===== config.mk =====
export PLATFORM = sky130hd
export DESIGN_NAME = periodic_timer_channel_bank_top
export DESIGN_NICKNAME = d
export VERILOG_FILES = /design/src/ptcb_pkg.sv /design/src/ptcb_ram.sv /design/src/ptcb_front.sv /design/src/ptcb_back.sv /design/src/periodic_timer_channel_bank_top.sv
export SDC_FILE = /design/constraint.sdc
export NUM_CORES = 2
export LEC_CHECK = 0
export BUFFER_PORTS_ARGS = -buffer_cell sky130_fd_sc_hd__buf_2
export CAP_MARGIN = 5
export CORE_ASPECT_RATIO = 0.6
export CORE_MARGIN = 1.5
export CORE_UTILIZATION = 45
export DETAILED_ROUTE_END_ITERATION = 16
export HOLD_SLACK_MARGIN = 0.12
export PLACE_DENSITY = 0.58
export SLEW_MARGIN = 5
export SYNTH_ARGS = -nofsm -noshare
export SYNTH_HDL_FRONTEND = slang
export SYNTH_SLANG_ARGS = --single-unit

===== constraint.sdc =====
create_clock -name clk_i -period 21.4 [get_ports clk_i]
set_clock_uncertainty 0.05 [all_clocks]
set_input_delay 1.07 -clock clk_i [delete_from_list [all_inputs] [get_ports clk_i]]
set_output_delay 1.07 -clock clk_i [all_outputs]
set_load 0.05 [all_outputs]

===== src/ptcb_pkg.sv =====
package ptcb_pkg;

  // Default sizing of the bank
  localparam int unsigned NumChannelsDef = 16;
  localparam int unsigned CountWidthDef  = 32;

  // Input mode codes
  localparam logic [2:0] MODE_TICK    = 3'd0;
  localparam logic [2:0] MODE_ALLOC   = 3'd1;
  localparam logic [2:0] MODE_ENABLE  = 3'd2;
  localparam logic [2:0] MODE_DISABLE = 3'd3;
  localparam logic [2:0] MODE_UPDATE  = 3'd4;

  // Result event kinds
  localparam logic [1:0] EV_EXPIRED = 2'd0;
  localparam logic [1:0] EV_ALLOC   = 2'd1;
  localparam logic [1:0] EV_FAIL    = 2'd2;

  // Commands handed from the front to the back
  typedef enum logic [2:0] {
    OP_TICK,
    OP_ALLOC,
    OP_ENABLE,
    OP_DISABLE,
    OP_UPDATE
  } op_e;

  // One result beat
  typedef struct packed {
    logic [1:0] kind;
    logic [3:0] idx;
    logic       last;
  } res_t;

endpackage


===== src/ptcb_ram.sv =====
module ptcb_ram #(
  parameter int unsigned WIDTH = 64,
  parameter int unsigned DEPTH = 16,
  localparam int unsigned AddrW = (DEPTH > 1) ? $clog2(DEPTH) : 1
) (
  input  logic             clk_i,
  input  logic             we_i,
  input  logic [AddrW-1:0] waddr_i,
  input  logic [WIDTH-1:0] wdata_i,
  input  logic             re_i,
  input  logic [AddrW-1:0] raddr_i,
  output logic [WIDTH-1:0] rdata_o
);

  logic [WIDTH-1:0] mem_q [DEPTH];
  logic [WIDTH-1:0] rdata_q;

  // Write one word, register one read
  always_ff @(posedge clk_i) begin
    if (we_i) begin
      mem_q[waddr_i] <= wdata_i;
    end
    if (re_i) begin
      rdata_q <= mem_q[raddr_i];
    end
  end

  assign rdata_o = rdata_q;

endmodule


===== src/ptcb_front.sv =====
module ptcb_front
  import ptcb_pkg::*;
#(
  parameter int unsigned NUM_CHANNELS = NumChannelsDef,
  parameter int unsigned COUNT_WIDTH  = CountWidthDef,
  localparam int unsigned IdxW = (NUM_CHANNELS > 1) ? $clog2(NUM_CHANNELS) : 1
) (
  input  logic                   clk_i,
  input  logic                   rst_ni,
  input  logic                   push,
  output logic                   full,
  input  logic [2:0]             mode_i,
  input  logic [4:0]             channel_i,
  input  logic [31:0]            count_value_i,
  output logic                   cmd_vld_o,
  input  logic                   cmd_rdy_i,
  output op_e                    cmd_op_o,
  output logic [IdxW-1:0]        cmd_chan_o,
  output logic [COUNT_WIDTH-1:0] cmd_val_o
);

  localparam int unsigned QDepth = 2;

  logic                  keep;
  op_e                   op;
  logic                  in_range;
  logic [IdxW+4:0]       chan_ext;
  logic [COUNT_WIDTH+31:0] val_ext;
  logic                  accept;
  logic                  enq;
  logic                  deq;

  op_e                   op_q   [QDepth];
  logic [IdxW-1:0]       chan_q [QDepth];
  logic [COUNT_WIDTH-1:0] val_q [QDepth];
  logic                  wr_ptr_q, rd_ptr_q;
  logic [1:0]            cnt_q, cnt_d;

  // Fit the input fields to the bank's widths
  assign in_range = (32'(channel_i) < NUM_CHANNELS);
  assign chan_ext = {{IdxW{1'b0}}, channel_i};
  assign val_ext  = {{COUNT_WIDTH{1'b0}}, count_value_i};

  // Classify the beat; drop what has no effect
  always_comb begin
    keep = 1'b0;
    op   = OP_TICK;
    unique case (mode_i)
      MODE_TICK: begin
        keep = 1'b1;
        op   = OP_TICK;
      end
      MODE_ALLOC: begin
        keep = 1'b1;
        op   = OP_ALLOC;
      end
      MODE_ENABLE: begin
        keep = in_range;
        op   = OP_ENABLE;
      end
      MODE_DISABLE: begin
        keep = in_range;
        op   = OP_DISABLE;
      end
      MODE_UPDATE: begin
        keep = in_range;
        op   = OP_UPDATE;
      end
      default: begin
        keep = 1'b0;
      end
    endcase
  end

  assign accept = push && !full;
  assign enq    = accept && keep;
  assign deq    = cmd_vld_o && cmd_rdy_i;

  // Hold the command queue
  always_ff @(posedge clk_i) begin
    if (enq) begin
      op_q[wr_ptr_q]   <= op;
      chan_q[wr_ptr_q] <= chan_ext[IdxW-1:0];
      val_q[wr_ptr_q]  <= val_ext[COUNT_WIDTH-1:0];
    end
  end

  always_comb begin
    cnt_d = cnt_q;
    case ({enq, deq})
      2'b10:   cnt_d = cnt_q + 2'd1;
      2'b01:   cnt_d = cnt_q - 2'd1;
      default: cnt_d = cnt_q;
    endcase
  end

  always_ff @(posedge clk_i or negedge rst_ni) begin
    if (!rst_ni) begin
      wr_ptr_q <= 1'b0;
      rd_ptr_q <= 1'b0;
      cnt_q    <= 2'd0;
    end else begin
      if (enq) begin
        wr_ptr_q <= !wr_ptr_q;
      end
      if (deq) begin
        rd_ptr_q <= !rd_ptr_q;
      end
      cnt_q <= cnt_d;
    end
  end

  assign full       = (cnt_q == 2'(QDepth));
  assign cmd_vld_o  = (cnt_q != 2'd0);
  assign cmd_op_o   = op_q[rd_ptr_q];
  assign cmd_chan_o = chan_q[rd_ptr_q];
  assign cmd_val_o  = val_q[rd_ptr_q];

endmodule


===== src/ptcb_back.sv =====
module ptcb_back
  import ptcb_pkg::*;
#(
  parameter int unsigned NUM_CHANNELS = NumChannelsDef,
  parameter int unsigned COUNT_WIDTH  = CountWidthDef,
  localparam int unsigned IdxW = (NUM_CHANNELS > 1) ? $clog2(NUM_CHANNELS) : 1
) (
  input  logic                   clk_i,
  input  logic                   rst_ni,
  input  logic                   cmd_vld_i,
  output logic                   cmd_rdy_o,
  input  op_e                    cmd_op_i,
  input  logic [IdxW-1:0]        cmd_chan_i,
  input  logic [COUNT_WIDTH-1:0] cmd_val_i,
  input  logic                   pop,
  output logic                   empty,
  output res_t                   res_o
);

  localparam int unsigned AcW   = $clog2(NUM_CHANNELS + 1);
  localparam int unsigned WordW = 2 * COUNT_WIDTH;
  localparam int unsigned RDepth = 2;
  localparam logic [IdxW-1:0] LastIdx = IdxW'(NUM_CHANNELS - 1);

  localparam logic [1:0] ST_IDLE  = 2'd0;
  localparam logic [1:0] ST_WALK  = 2'd1;
  localparam logic [1:0] ST_FLUSH = 2'd2;

  logic [1:0]              state_q, state_d;
  logic [IdxW-1:0]         idx_q, idx_d;
  logic [NUM_CHANNELS-1:0] en_mask_q, en_mask_d;
  logic [NUM_CHANNELS-1:0] valid_q, valid_d;
  logic [AcW-1:0]          alloc_cnt_q, alloc_cnt_d;
  logic                    pend_vld_q, pend_vld_d;
  logic [IdxW-1:0]         pend_idx_q, pend_idx_d;
  logic                    rd_valid_q;

  logic                    ram_we, ram_re;
  logic [IdxW-1:0]         ram_waddr, ram_raddr;
  logic [WordW-1:0]        ram_wdata, ram_rdata;

  logic [COUNT_WIDTH-1:0]  cur_cnt, cur_rel, dec;
  logic                    expire, stall;
  logic [IdxW-1:0]         alloc_idx;
  logic [IdxW+3:0]         pend_ext, alloc_ext;

  logic                    res_push, res_pop, res_full;
  res_t                    res_in;
  res_t                    res_q [RDepth];
  logic                    res_wr_q, res_rd_q;
  logic [1:0]              res_cnt_q, res_cnt_d;

  // Count and reload of each channel, reload in the upper half
  ptcb_ram #(
    .WIDTH (WordW),
    .DEPTH (NUM_CHANNELS)
  ) u_ram (
    .clk_i   (clk_i),
    .we_i    (ram_we),
    .waddr_i (ram_waddr),
    .wdata_i (ram_wdata),
    .re_i    (ram_re),
    .raddr_i (ram_raddr),
    .rdata_o (ram_rdata)
  );

  // A never-written channel reads as zero
  assign cur_cnt = rd_valid_q ? ram_rdata[COUNT_WIDTH-1:0] : '0;
  assign cur_rel = rd_valid_q ? ram_rdata[WordW-1:COUNT_WIDTH] : '0;
  assign dec     = cur_cnt - COUNT_WIDTH'(1);
  assign expire  = en_mask_q[idx_q] && (dec == '0);
  // An expiry must push the one before it; wait for room
  assign stall   = expire && pend_vld_q && res_full;

  assign alloc_idx = alloc_cnt_q[IdxW-1:0];
  assign pend_ext  = {4'b0, pend_idx_q};
  assign alloc_ext = {4'b0, alloc_idx};

  // Sequence the commands and the channel walk
  always_comb begin
    state_d     = state_q;
    idx_d       = idx_q;
    en_mask_d   = en_mask_q;
    valid_d     = valid_q;
    alloc_cnt_d = alloc_cnt_q;
    pend_vld_d  = pend_vld_q;
    pend_idx_d  = pend_idx_q;
    cmd_rdy_o   = 1'b0;
    ram_we      = 1'b0;
    ram_waddr   = idx_q;
    ram_wdata   = {cur_rel, cur_rel};
    ram_re      = 1'b0;
    ram_raddr   = idx_q;
    res_push    = 1'b0;
    res_in      = '{kind: EV_EXPIRED, idx: pend_ext[3:0], last: 1'b0};
    unique case (state_q)
      ST_IDLE: begin
        if (cmd_vld_i) begin
          unique case (cmd_op_i)
            OP_TICK: begin
              cmd_rdy_o  = 1'b1;
              ram_re     = 1'b1;
              ram_raddr  = LastIdx;
              idx_d      = LastIdx;
              pend_vld_d = 1'b0;
              state_d    = ST_WALK;
            end
            OP_ALLOC: begin
              if (!res_full) begin
                cmd_rdy_o = 1'b1;
                res_push  = 1'b1;
                if (alloc_cnt_q < AcW'(NUM_CHANNELS)) begin
                  ram_we             = 1'b1;
                  ram_waddr          = alloc_idx;
                  ram_wdata          = {cmd_val_i, cmd_val_i};
                  valid_d[alloc_idx] = 1'b1;
                  alloc_cnt_d        = AcW'(alloc_cnt_q + 1'b1);
                  res_in = '{kind: EV_ALLOC, idx: alloc_ext[3:0], last: 1'b1};
                end else begin
                  res_in = '{kind: EV_FAIL, idx: 4'd0, last: 1'b1};
                end
              end
            end
            OP_ENABLE: begin
              cmd_rdy_o             = 1'b1;
              en_mask_d[cmd_chan_i] = 1'b1;
            end
            OP_DISABLE: begin
              cmd_rdy_o             = 1'b1;
              en_mask_d[cmd_chan_i] = 1'b0;
            end
            OP_UPDATE: begin
              cmd_rdy_o           = 1'b1;
              ram_we              = 1'b1;
              ram_waddr           = cmd_chan_i;
              ram_wdata           = {cmd_val_i, cmd_val_i};
              valid_d[cmd_chan_i] = 1'b1;
            end
            default: begin
              cmd_rdy_o = 1'b1;
            end
          endcase
        end
      end
      ST_WALK: begin
        if (!stall) begin
          // Write back the decremented or reloaded count
          if (en_mask_q[idx_q]) begin
            ram_we         = 1'b1;
            ram_wdata      = {cur_rel, expire ? cur_rel : dec};
            valid_d[idx_q] = 1'b1;
          end
          // Hold the newest expiry until the next one or the end shows it is last
          if (expire) begin
            res_push   = pend_vld_q;
            pend_vld_d = 1'b1;
            pend_idx_d = idx_q;
          end
          if (idx_q == '0) begin
            state_d = ST_FLUSH;
          end else begin
            ram_re    = 1'b1;
            ram_raddr = idx_q - IdxW'(1);
            idx_d     = idx_q - IdxW'(1);
          end
        end
      end
      ST_FLUSH: begin
        if (!pend_vld_q) begin
          state_d = ST_IDLE;
        end else if (!res_full) begin
          res_push    = 1'b1;
          res_in.last = 1'b1;
          pend_vld_d  = 1'b0;
          state_d     = ST_IDLE;
        end
      end
      default: begin
        state_d = ST_IDLE;
      end
    endcase
  end

  always_ff @(posedge clk_i or negedge rst_ni) begin
    if (!rst_ni) begin
      state_q     <= ST_IDLE;
      idx_q       <= '0;
      en_mask_q   <= '0;
      valid_q     <= '0;
      alloc_cnt_q <= '0;
      pend_vld_q  <= 1'b0;
      pend_idx_q  <= '0;
      rd_valid_q  <= 1'b0;
    end else begin
      state_q     <= state_d;
      idx_q       <= idx_d;
      en_mask_q   <= en_mask_d;
      valid_q     <= valid_d;
      alloc_cnt_q <= alloc_cnt_d;
      pend_vld_q  <= pend_vld_d;
      pend_idx_q  <= pend_idx_d;
      if (ram_re) begin
        rd_valid_q <= valid_q[ram_raddr];
      end
    end
  end

  // Result queue towards the consumer
  assign res_pop = pop && !empty;

  always_ff @(posedge clk_i) begin
    if (res_push) begin
      res_q[res_wr_q] <= res_in;
    end
  end

  always_comb begin
    res_cnt_d = res_cnt_q;
    case ({res_push, res_pop})
      2'b10:   res_cnt_d = res_cnt_q + 2'd1;
      2'b01:   res_cnt_d = res_cnt_q - 2'd1;
      default: res_cnt_d = res_cnt_q;
    endcase
  end

  always_ff @(posedge clk_i or negedge rst_ni) begin
    if (!rst_ni) begin
      res_wr_q  <= 1'b0;
      res_rd_q  <= 1'b0;
      res_cnt_q <= 2'd0;
    end else begin
      if (res_push) begin
        res_wr_q <= !res_wr_q;
      end
      if (res_pop) begin
        res_rd_q <= !res_rd_q;
      end
      res_cnt_q <= res_cnt_d;
    end
  end

  assign res_full = (res_cnt_q == 2'(RDepth));
  assign empty    = (res_cnt_q == 2'd0);
  assign res_o    = res_q[res_rd_q];

endmodule


===== src/periodic_timer_channel_bank_top.sv =====
// Channel   Direction  Handshake          Beat
// command   in         push / full        mode_i, channel_i, count_value_i
// result    out        empty / pop        event_kind_o, channel_index_o, last_o
//
// A tick in the back end reads the last channel to start, walks down through
// every channel over the single read port of the count memory, then flushes.
// Allocate, enable, disable and update are handled in the idle state; a
// two-beat command queue lets the front accept while the back is busy.
// Reset clears all control state; per-channel valid bits make unwritten
// counts read as zero, so no clearing pass is needed.
// A full result queue stalls the walk at an expiry; the walk holds its place.
module periodic_timer_channel_bank_top
  import ptcb_pkg::*;
#(
  parameter int unsigned NUM_CHANNELS = NumChannelsDef,
  parameter int unsigned COUNT_WIDTH  = CountWidthDef
) (
  input  logic        clk_i,
  input  logic        rst_ni,
  input  logic        push,
  output logic        full,
  input  logic [2:0]  mode_i,
  input  logic [4:0]  channel_i,
  input  logic [31:0] count_value_i,
  output logic        empty,
  input  logic        pop,
  output logic [1:0]  event_kind_o,
  output logic [3:0]  channel_index_o,
  output logic        last_o
);

  localparam int unsigned IdxW = (NUM_CHANNELS > 1) ? $clog2(NUM_CHANNELS) : 1;

  logic                   cmd_vld, cmd_rdy;
  op_e                    cmd_op;
  logic [IdxW-1:0]        cmd_chan;
  logic [COUNT_WIDTH-1:0] cmd_val;
  res_t                   res;

  // Decode and queue commands
  ptcb_front #(
    .NUM_CHANNELS (NUM_CHANNELS),
    .COUNT_WIDTH  (COUNT_WIDTH)
  ) u_front (
    .clk_i         (clk_i),
    .rst_ni        (rst_ni),
    .push          (push),
    .full          (full),
    .mode_i        (mode_i),
    .channel_i     (channel_i),
    .count_value_i (count_value_i),
    .cmd_vld_o     (cmd_vld),
    .cmd_rdy_i     (cmd_rdy),
    .cmd_op_o      (cmd_op),
    .cmd_chan_o    (cmd_chan),
    .cmd_val_o     (cmd_val)
  );

  // Carry out commands and walk the channels
  ptcb_back #(
    .NUM_CHANNELS (NUM_CHANNELS),
    .COUNT_WIDTH  (COUNT_WIDTH)
  ) u_back (
    .clk_i      (clk_i),
    .rst_ni     (rst_ni),
    .cmd_vld_i  (cmd_vld),
    .cmd_rdy_o  (cmd_rdy),
    .cmd_op_i   (cmd_op),
    .cmd_chan_i (cmd_chan),
    .cmd_val_i  (cmd_val),
    .pop        (pop),
    .empty      (empty),
    .res_o      (res)
  );

  assign event_kind_o    = res.kind;
  assign channel_index_o = res.idx;
  assign last_o          = res.last;

  // A failed allocation reports channel 0 and closes its item
  a_fail_shape : assert property (@(posedge clk_i) disable iff (!rst_ni)
    (!empty && event_kind_o == EV_FAIL) |-> (channel_index_o == 4'd0 && last_o))
    else $error("allocation failure beat malformed");

  // An allocation gives exactly one result
  a_alloc_last : assert property (@(posedge clk_i) disable iff (!rst_ni)
    (!empty && event_kind_o == EV_ALLOC) |-> last_o)
    else $error("allocation beat not marked last");

  // A stalled command stays queued for the back end
  a_cmd_hold : assert property (@(posedge clk_i) disable iff (!rst_ni)
    (cmd_vld && !cmd_rdy) |=> (cmd_vld && $stable(cmd_op) && $stable(cmd_val)))
    else $error("command dropped while back end busy");

endmodule

* Word-level counts from Yosys, hierarchy flattened
Memory sizes are Yosys's and may differ from the RTL's. A register that Yosys moved wholly into a read port is not among the register bits.
Cells that the tools add are included.
** Cells by class
- Equality and inequality tests :: 26
- Add/subtract/negate cells :: 7
- Multiplexer cells :: 90
- Reduce and logical (&&, ||, !) cells :: 36
- Order comparisons :: 9
- Bitwise gates (word level) :: 8
** Operators with widths (count)
- one-hot mux 64 bit (2 select lines) :: 2
- 2-to-1 mux 64 bit :: 3
- 2-to-1 mux 32 bit :: 5
- one-hot mux 16 bit (2 select lines) :: 3
- 2-to-1 mux 16 bit :: 5
- OR 16 bit :: 4
- 2-to-1 mux 1 bit :: 35
- zero test 32 bit :: 1
- 2-to-1 mux 4 bit :: 8
- subtractor 32 x 1 -> 32 bit, second input constant :: 1
- 2-to-1 mux 7 bit :: 4
- less-than comparator 4 x 5 -> 1 bit, second input constant :: 4
- AND 16 bit :: 1
- inverter 16 bit :: 1
- one-hot mux 4 bit (2 select lines) :: 2
- AND reduction 5 bit :: 3
- demux 1 bit (select 4 bit) :: 3
- equality test 3 x 2 -> 1 bit, second input constant :: 4
- greater-or-equal comparator 4 x 1 -> 1 bit, second input constant :: 3
- 2-to-1 mux 2 bit :: 6
- one-hot mux 3 bit (4 select lines) :: 1
- equality test 2 bit, second input constant :: 5
- logical AND 1 bit :: 10
- less-than comparator 5 bit, second input constant :: 2
- 28 further kinds :: 60
** Word-level totals
- Word-level logic and storage cells :: 195
- Bits in registers :: 57
- Memories :: 5
- Memory bits (writable) :: 1116
** Memory list
- u_back.u_ram.mem_q :: depth 16, width 64, rd ports 1, clocked after memory_dff 1, write ports 1, line ptcb_ram.sv:15 : logic [WIDTH-1:0] mem_q [DEPTH];
- u_front.val_q :: depth 2, width 32, rd ports 1, clocked after memory_dff 0, write ports 1, line ptcb_front.sv:35 : logic [COUNT_WIDTH-1:0] val_q [QDepth];
- u_back.res_q :: depth 2, width 7, rd ports 1, clocked after memory_dff 0, write ports 1, line ptcb_back.sv:49 : res_t res_q [RDepth];
- u_front.chan_q :: depth 2, width 4, rd ports 1, clocked after memory_dff 0, write ports 1, line ptcb_front.sv:34 : logic [IdxW-1:0] chan_q [QDepth];
- u_front.op_q :: depth 2, width 3, rd ports 1, clocked after memory_dff 0, write ports 1, line ptcb_front.sv:33 : op_e op_q [QDepth];

* Depth between registers and ports, before layout
- Word-level depth :: 10
- Gate-level depth with buffers :: 23
- Depth with buffers taken out :: 16

* Modules after synthesis
A second synthesis with hierarchy kept.
** Second synthesis, totals
- Cells, all modules :: 2589
- Area, all modules :: 49687.7 um2
** By module, submodules not included
- ptcb_ram :: cells each 1647, seq. area each 32671.3 um2, times used 1, area each 40222.3 um2
- ptcb_back :: cells each 797, seq. area each 1746.7 um2, times used 1, area each 6412.4 um2
- ptcb_front :: cells each 145, seq. area each 2442.3 um2, times used 1, area each 3052.9 um2

* Least setup slack after synthesis
Ideal clock, no wire load.
- Kind :: register to register
- Start point :: reg u_back.rd_valid_q
- End point :: mem u_back.u_ram.mem_q[3][0], enable pin
- Path slack :: 14.358 ns
- Clock period less this slack :: 7.042 ns
- Required time :: 20.856 ns
- Stages on the path, launching flop included :: 21
- Arrival time :: 6.498 ns
- Cell sequence :: dfrtp_1 clkbuf_1 clkbuf_1 clkbuf_1 clkbuf_1 nand2_1 ha_1 nand2b_1 clkbuf_1 nand2_1 a41o_1 o211ai_1 a2111oi_2 nand4b_1 or4_1 buf_2 nand2_1 o21ai_0 nor2b_1 nor2b_1 nor2b_1
** On the way
- Longest elaborated chain between the ends :: 10
** Ends and longest elaborated chain
- from (decl) :: line ptcb_back.sv:36 : logic rd_valid_q;
- from (signal assigned) :: line ptcb_back.sv:203 : rd_valid_q <= valid_q[ram_raddr];
- 2-to-1 mux 32 bit :: line ptcb_back.sv:68 : assign cur_cnt = rd_valid_q ? ram_rdata[COUNT_WIDTH-1:0] : '0;
- subtractor 32 x 1 -> 32 bit :: line ptcb_back.sv:70 : assign dec = cur_cnt - COUNT_WIDTH'(1);
- zero test 32 bit :: line ptcb_back.sv:71 : assign expire = en_mask_q[idx_q] && (dec == '0);
- logical AND 1 bit :: line ptcb_back.sv:71
- logical AND 1 bit (2 in series) :: line ptcb_back.sv:73 : assign stall = expire && pend_vld_q && res_full;
- 2-to-1 mux 1 bit :: line ptcb_back.sv:146 : if (!stall) begin
- one-hot mux 1 bit (2 select lines) :: line ptcb_back.sv:96 : unique case (state_q)
- 2-to-1 mux 1 bit :: line ptcb_ram.sv:20 : if (we_i) begin
- 2-to-1 mux 1 bit (implied by the code) :: line ptcb_ram.sv:21 : mem_q[waddr_i] <= wdata_i;
- to (decl) :: line ptcb_ram.sv:15
Every way passes these cells.

* Final worst setup path
- Start point :: reg u_back.rd_valid_q
- End point :: reg u_back.u_ram.rdata_q[2], in the netlist u_back.u_ram.rdata_o[2], read port of u_back.u_ram.mem_q, data pin
** On the way
- Longest elaborated chain between the ends :: 8
- Elaborated cells on any way between the ends :: 10
- Classes of those cells :: 1 x add/sub; 5 x mux; 4 x reduce/logical
** Ends and longest elaborated chain
- 2-to-1 mux 32 bit * :: line ptcb_back.sv:68
- subtractor 32 x 1 -> 32 bit * :: line ptcb_back.sv:70
- zero test 32 bit * :: line ptcb_back.sv:71
- logical AND 1 bit * :: line ptcb_back.sv:71
- logical AND 1 bit * (2 in series) :: line ptcb_back.sv:73
- 2-to-1 mux 4 bit / 2-to-1 mux 1 bit (equally long branches)
- one-hot mux 4 bit (2 select lines) / one-hot mux 1 bit (2 select lines) (equally long branches) :: line ptcb_back.sv:96
- to (decl) :: line ptcb_ram.sv:16 : logic [WIDTH-1:0] rdata_q;
Mark *: on every way between the ends. The rest lies on a longest branch, timed or not.
A chain may end at the register's enable or synchronous reset.

==> results.tsv <==
metric	value	unit
Num CTS Buffers	110	
number of vias per cell	6.14	
Final Slew Violations	0	
Worst Max-Slew Pin Slew	1250	ps
switch share	0.425	
Clk Latency, worst-skew pair	740	ps
sequential-to-total area share from yosys stat	0.713	
CP Launch Type	flip-flop	
cell taking the most area after synthesis	edfxtp_1	
unique cell type count in the Yosys netlist	77	
global-route wire length before repair	220000	um
share of layout cells above drive strength 1	0.0995	
f_max	0.135	GHz
first drt pass iteration count	8	
worst-path fanout max	179	
Pwr Density	177	mW/mm^2
hold buffers post-CTS	0	
worst reg2reg endpoint	u_back.u_ram.rdata_o[2]	
status	complete, no violations	
crit end category	flip-flop	
Sw Pwr	4.30	mW
Pint	5.81	mW
final net count	3983	
unrepaired setup endpoints after global routing	no	
CTS Root Cell	clkbuf_16	
ANT nets after route	0	
vias	33968	
Post-DP HPWL	80400	um
Initial Util	0.453	
#FFs+latches synth	1237	
Cell Rows	96	
EDFF count, synth	1180	
Clk pwr share	0.198	
TritonCTS Sinks	1237	
CP endpoint	u_back.u_ram.rdata_o[2]	
most frequent cells after synthesis	edfxtp_1, nand2_1, nand3_1	
headroom to the max-slew limit	0.162	
CTS tree	yes	
Setup TNS	0	ps
Synth Flop Type	edfxtp_1	
Arr. time, crit path	7730	ps
core area	0.114	sq mm
routability congestion estimate	0.931	
Ports	53	
fin crit period	7380	ps
post-layout util	0.501	
First DRT Iteration DRCs	4785	
CP Class	reg2reg	
WL final	152000	um
Die Ht	265	um
Final Hold Vio Count	0	
number of setup buffers added after CTS	0	
maximum vdd drop	150	uV
# placed instances	5327	
Mapped Cells	3954	
sequential fraction of design power	0.377	
Post-route DRC	0	
total track usage	0.256	
Non-Filler Instances	5531	
hold crit path type	reg2reg	
Critical Path Source	u_back.rd_valid_q	
top-count cell post-synth	edfxtp_1	
combinational power share	0.425	
filler instances	9718	
largest net degree at the start of global routing	180	
synthesis-to-layout area growth	10.7	%
area of the die	0.117	sq mm
register clock-pin slew on the reported worst setup and hold paths	70	ps
Area contributors post-synth	edfxtp_1, nand2_1, a311oi_1, nand3_1, dfrtp_1	
overflow left after global routing	0	
yosys warns	0	
leakage power	19.4	nW
Critical Path RT	21750	ps
number of global-route vias before repair	30690	
H-tree depth	3	
CTS max path bufs	3	
final setup fails	0	
R2R Setup Slk	14020	ps
DR WL/cell	27.4	um
die width	440	um
ys async rst share	0.0461	
Port Buffers	52	
max-cap violations	0	
initial antenna violation count	3	
Mapped Nets	4014	
final period utilization	0.345	
PostCTS Resize Cnt	0	
R2R cell count	16	
post-synth top area share	0.686	
reg2reg start	u_back.rd_valid_q	
Avg Inst Size Synth	13.1	sq um
Post-Syn Area	0.0517	sq mm
registers in the layout, indices dropped and copies added (netlist names), 4 cells and up, named ones only:
name	count
u_back.u_ram.rdata_o	64
u_back.idx_q	4
u_front.chan_q	8
u_back.alloc_cnt_q	5
u_back.res_q	14
u_front.val_q	64
u_back.valid_q	16
u_back.pend_idx_q	4
u_back.u_ram.mem_q	1024
u_front.op_q	6
placed cells by master, fill, tap and decap left out, drive strengths merged, types with 8 or more instances in the layout:
cell,Yosys,routed
a211oi,136,136
a21boi,65,65
a21o,17,17
a21oi,107,107
a311oi,193,193
a31oi,83,83
a41oi,11,11
and3,78,78
buf,117,151
bufinv,0,8
clkbuf,178,136
clkinv,0,51
dfrtp,57,57
edfxtp,1180,1180
ha,16,16
inv,23,26
mux2,25,25
mux2i,37,37
nand2,928,928
nand2b,16,16
nand3,306,306
nand4,20,20
nor2,69,69
nor2b,23,23
nor3,25,25
nor4,13,13
o211ai,18,18
o21ai,70,70
o221ai,16,16
o22ai,16,16
or2,10,10
xnor2,14,14
xor2,9,9
critical path: stages, from the launching register on:
cell and delay (ps):
dfrtp_4 590, nand2_1 140, ha_1 320, or4b_1 580, and2_1 250, nor4_1 260
mux2_2 400, nor4_1 260, nand4_1 330, o41a_2 570, and2_4 310, inv_8 690
buf_12 660, nand2_1 110, a311oi_1 350, a311oi_1 90, a21oi_1 860
cells by family after synthesis:
kind of cell	Yosys count	share of synthesized area
fa+ha+maj	16	0.00387
buf+inv	318	0.0267
flops	1237	0.713
mux	66	0.0144
compound gates	773	0.108
simple gates	1521	0.130
xor+xnor	23	0.00390
through the flow:
stage	hold slack, ps	power [mW]	instance area (sq um)	worst slack [ps]
floorplan	377	6.50	51700	14360
global placement	391	8.03	53600	14270
detailed placement	394	8.05	53600	14210
CTS	411	10.0	57200	14220
global route	425	10.6	57200	13730
finish	411	10.1	57200	14020
power by group through the flow:
stage / Sequential, mW / Clock (mW) / Combinational, mW
4_1_cts: 3.80 / 2.03 / 4.22
3_5_place_dp: 3.85 / 0 / 4.20
3_3_place_gp: 3.85 / 0 / 4.18
5_1_grt: 3.83 / 2.12 / 4.64
6_report: 3.81 / 2.00 / 4.30
2_1_floorplan: 3.74 / 0 / 2.75
how the worst min path moves through the flow:
stage	slack, ps	cells past startpoint	startpoint	to
finish	410	1	u_back.valid_q[4]	u_back.valid_q[4]
global route	430	1	u_back.valid_q[11]	u_back.valid_q[11]
CTS	410	1	u_back.valid_q[10]	u_back.valid_q[10]
detailed placement	390	1	u_back.valid_q[11]	u_back.valid_q[11]
global placement	390	1	u_back.valid_q[2]	u_back.valid_q[2]
floorplan	380	1	u_back.valid_q[6]	u_back.valid_q[6]
per-layer routing:
metal / global-route usage / vias up / wire length [um] / part of all wire
met4: 0.0604 / 2 / 3040 / 0.020
met2: 0.345 / 1704 / 62200 / 0.41
met1: 0.421 / 17089 / 71200 / 0.47
met3: 0.0465 / 188 / 15300 / 0.10
li1: - / 14985 / - / -
met5: 0 / - / 15 / 0.000099
layout make-up:
| cell class | count | area (sq um) | share of cell area |
|---|---|---|---|
| Clock inverter | 65 | 579 | 0.0101 |
| Inverter | 23 | 100 | 0.00175 |
| Clock buffer | 135 | 3010 | 0.0527 |
| Multi-Input combinational cell | 2399 | 13700 | 0.239 |
| Tap cell | 1519 | 1900 | 0.0332 |
| Sequential cell | 1237 | 36900 | 0.645 |
| Antenna cell | 1 | 2.50 | 0.0000437 |
| Timing Repair Buffer | 152 | 1090 | 0.0190 |
Note: power is estimated with default switching activity, not from simulation.
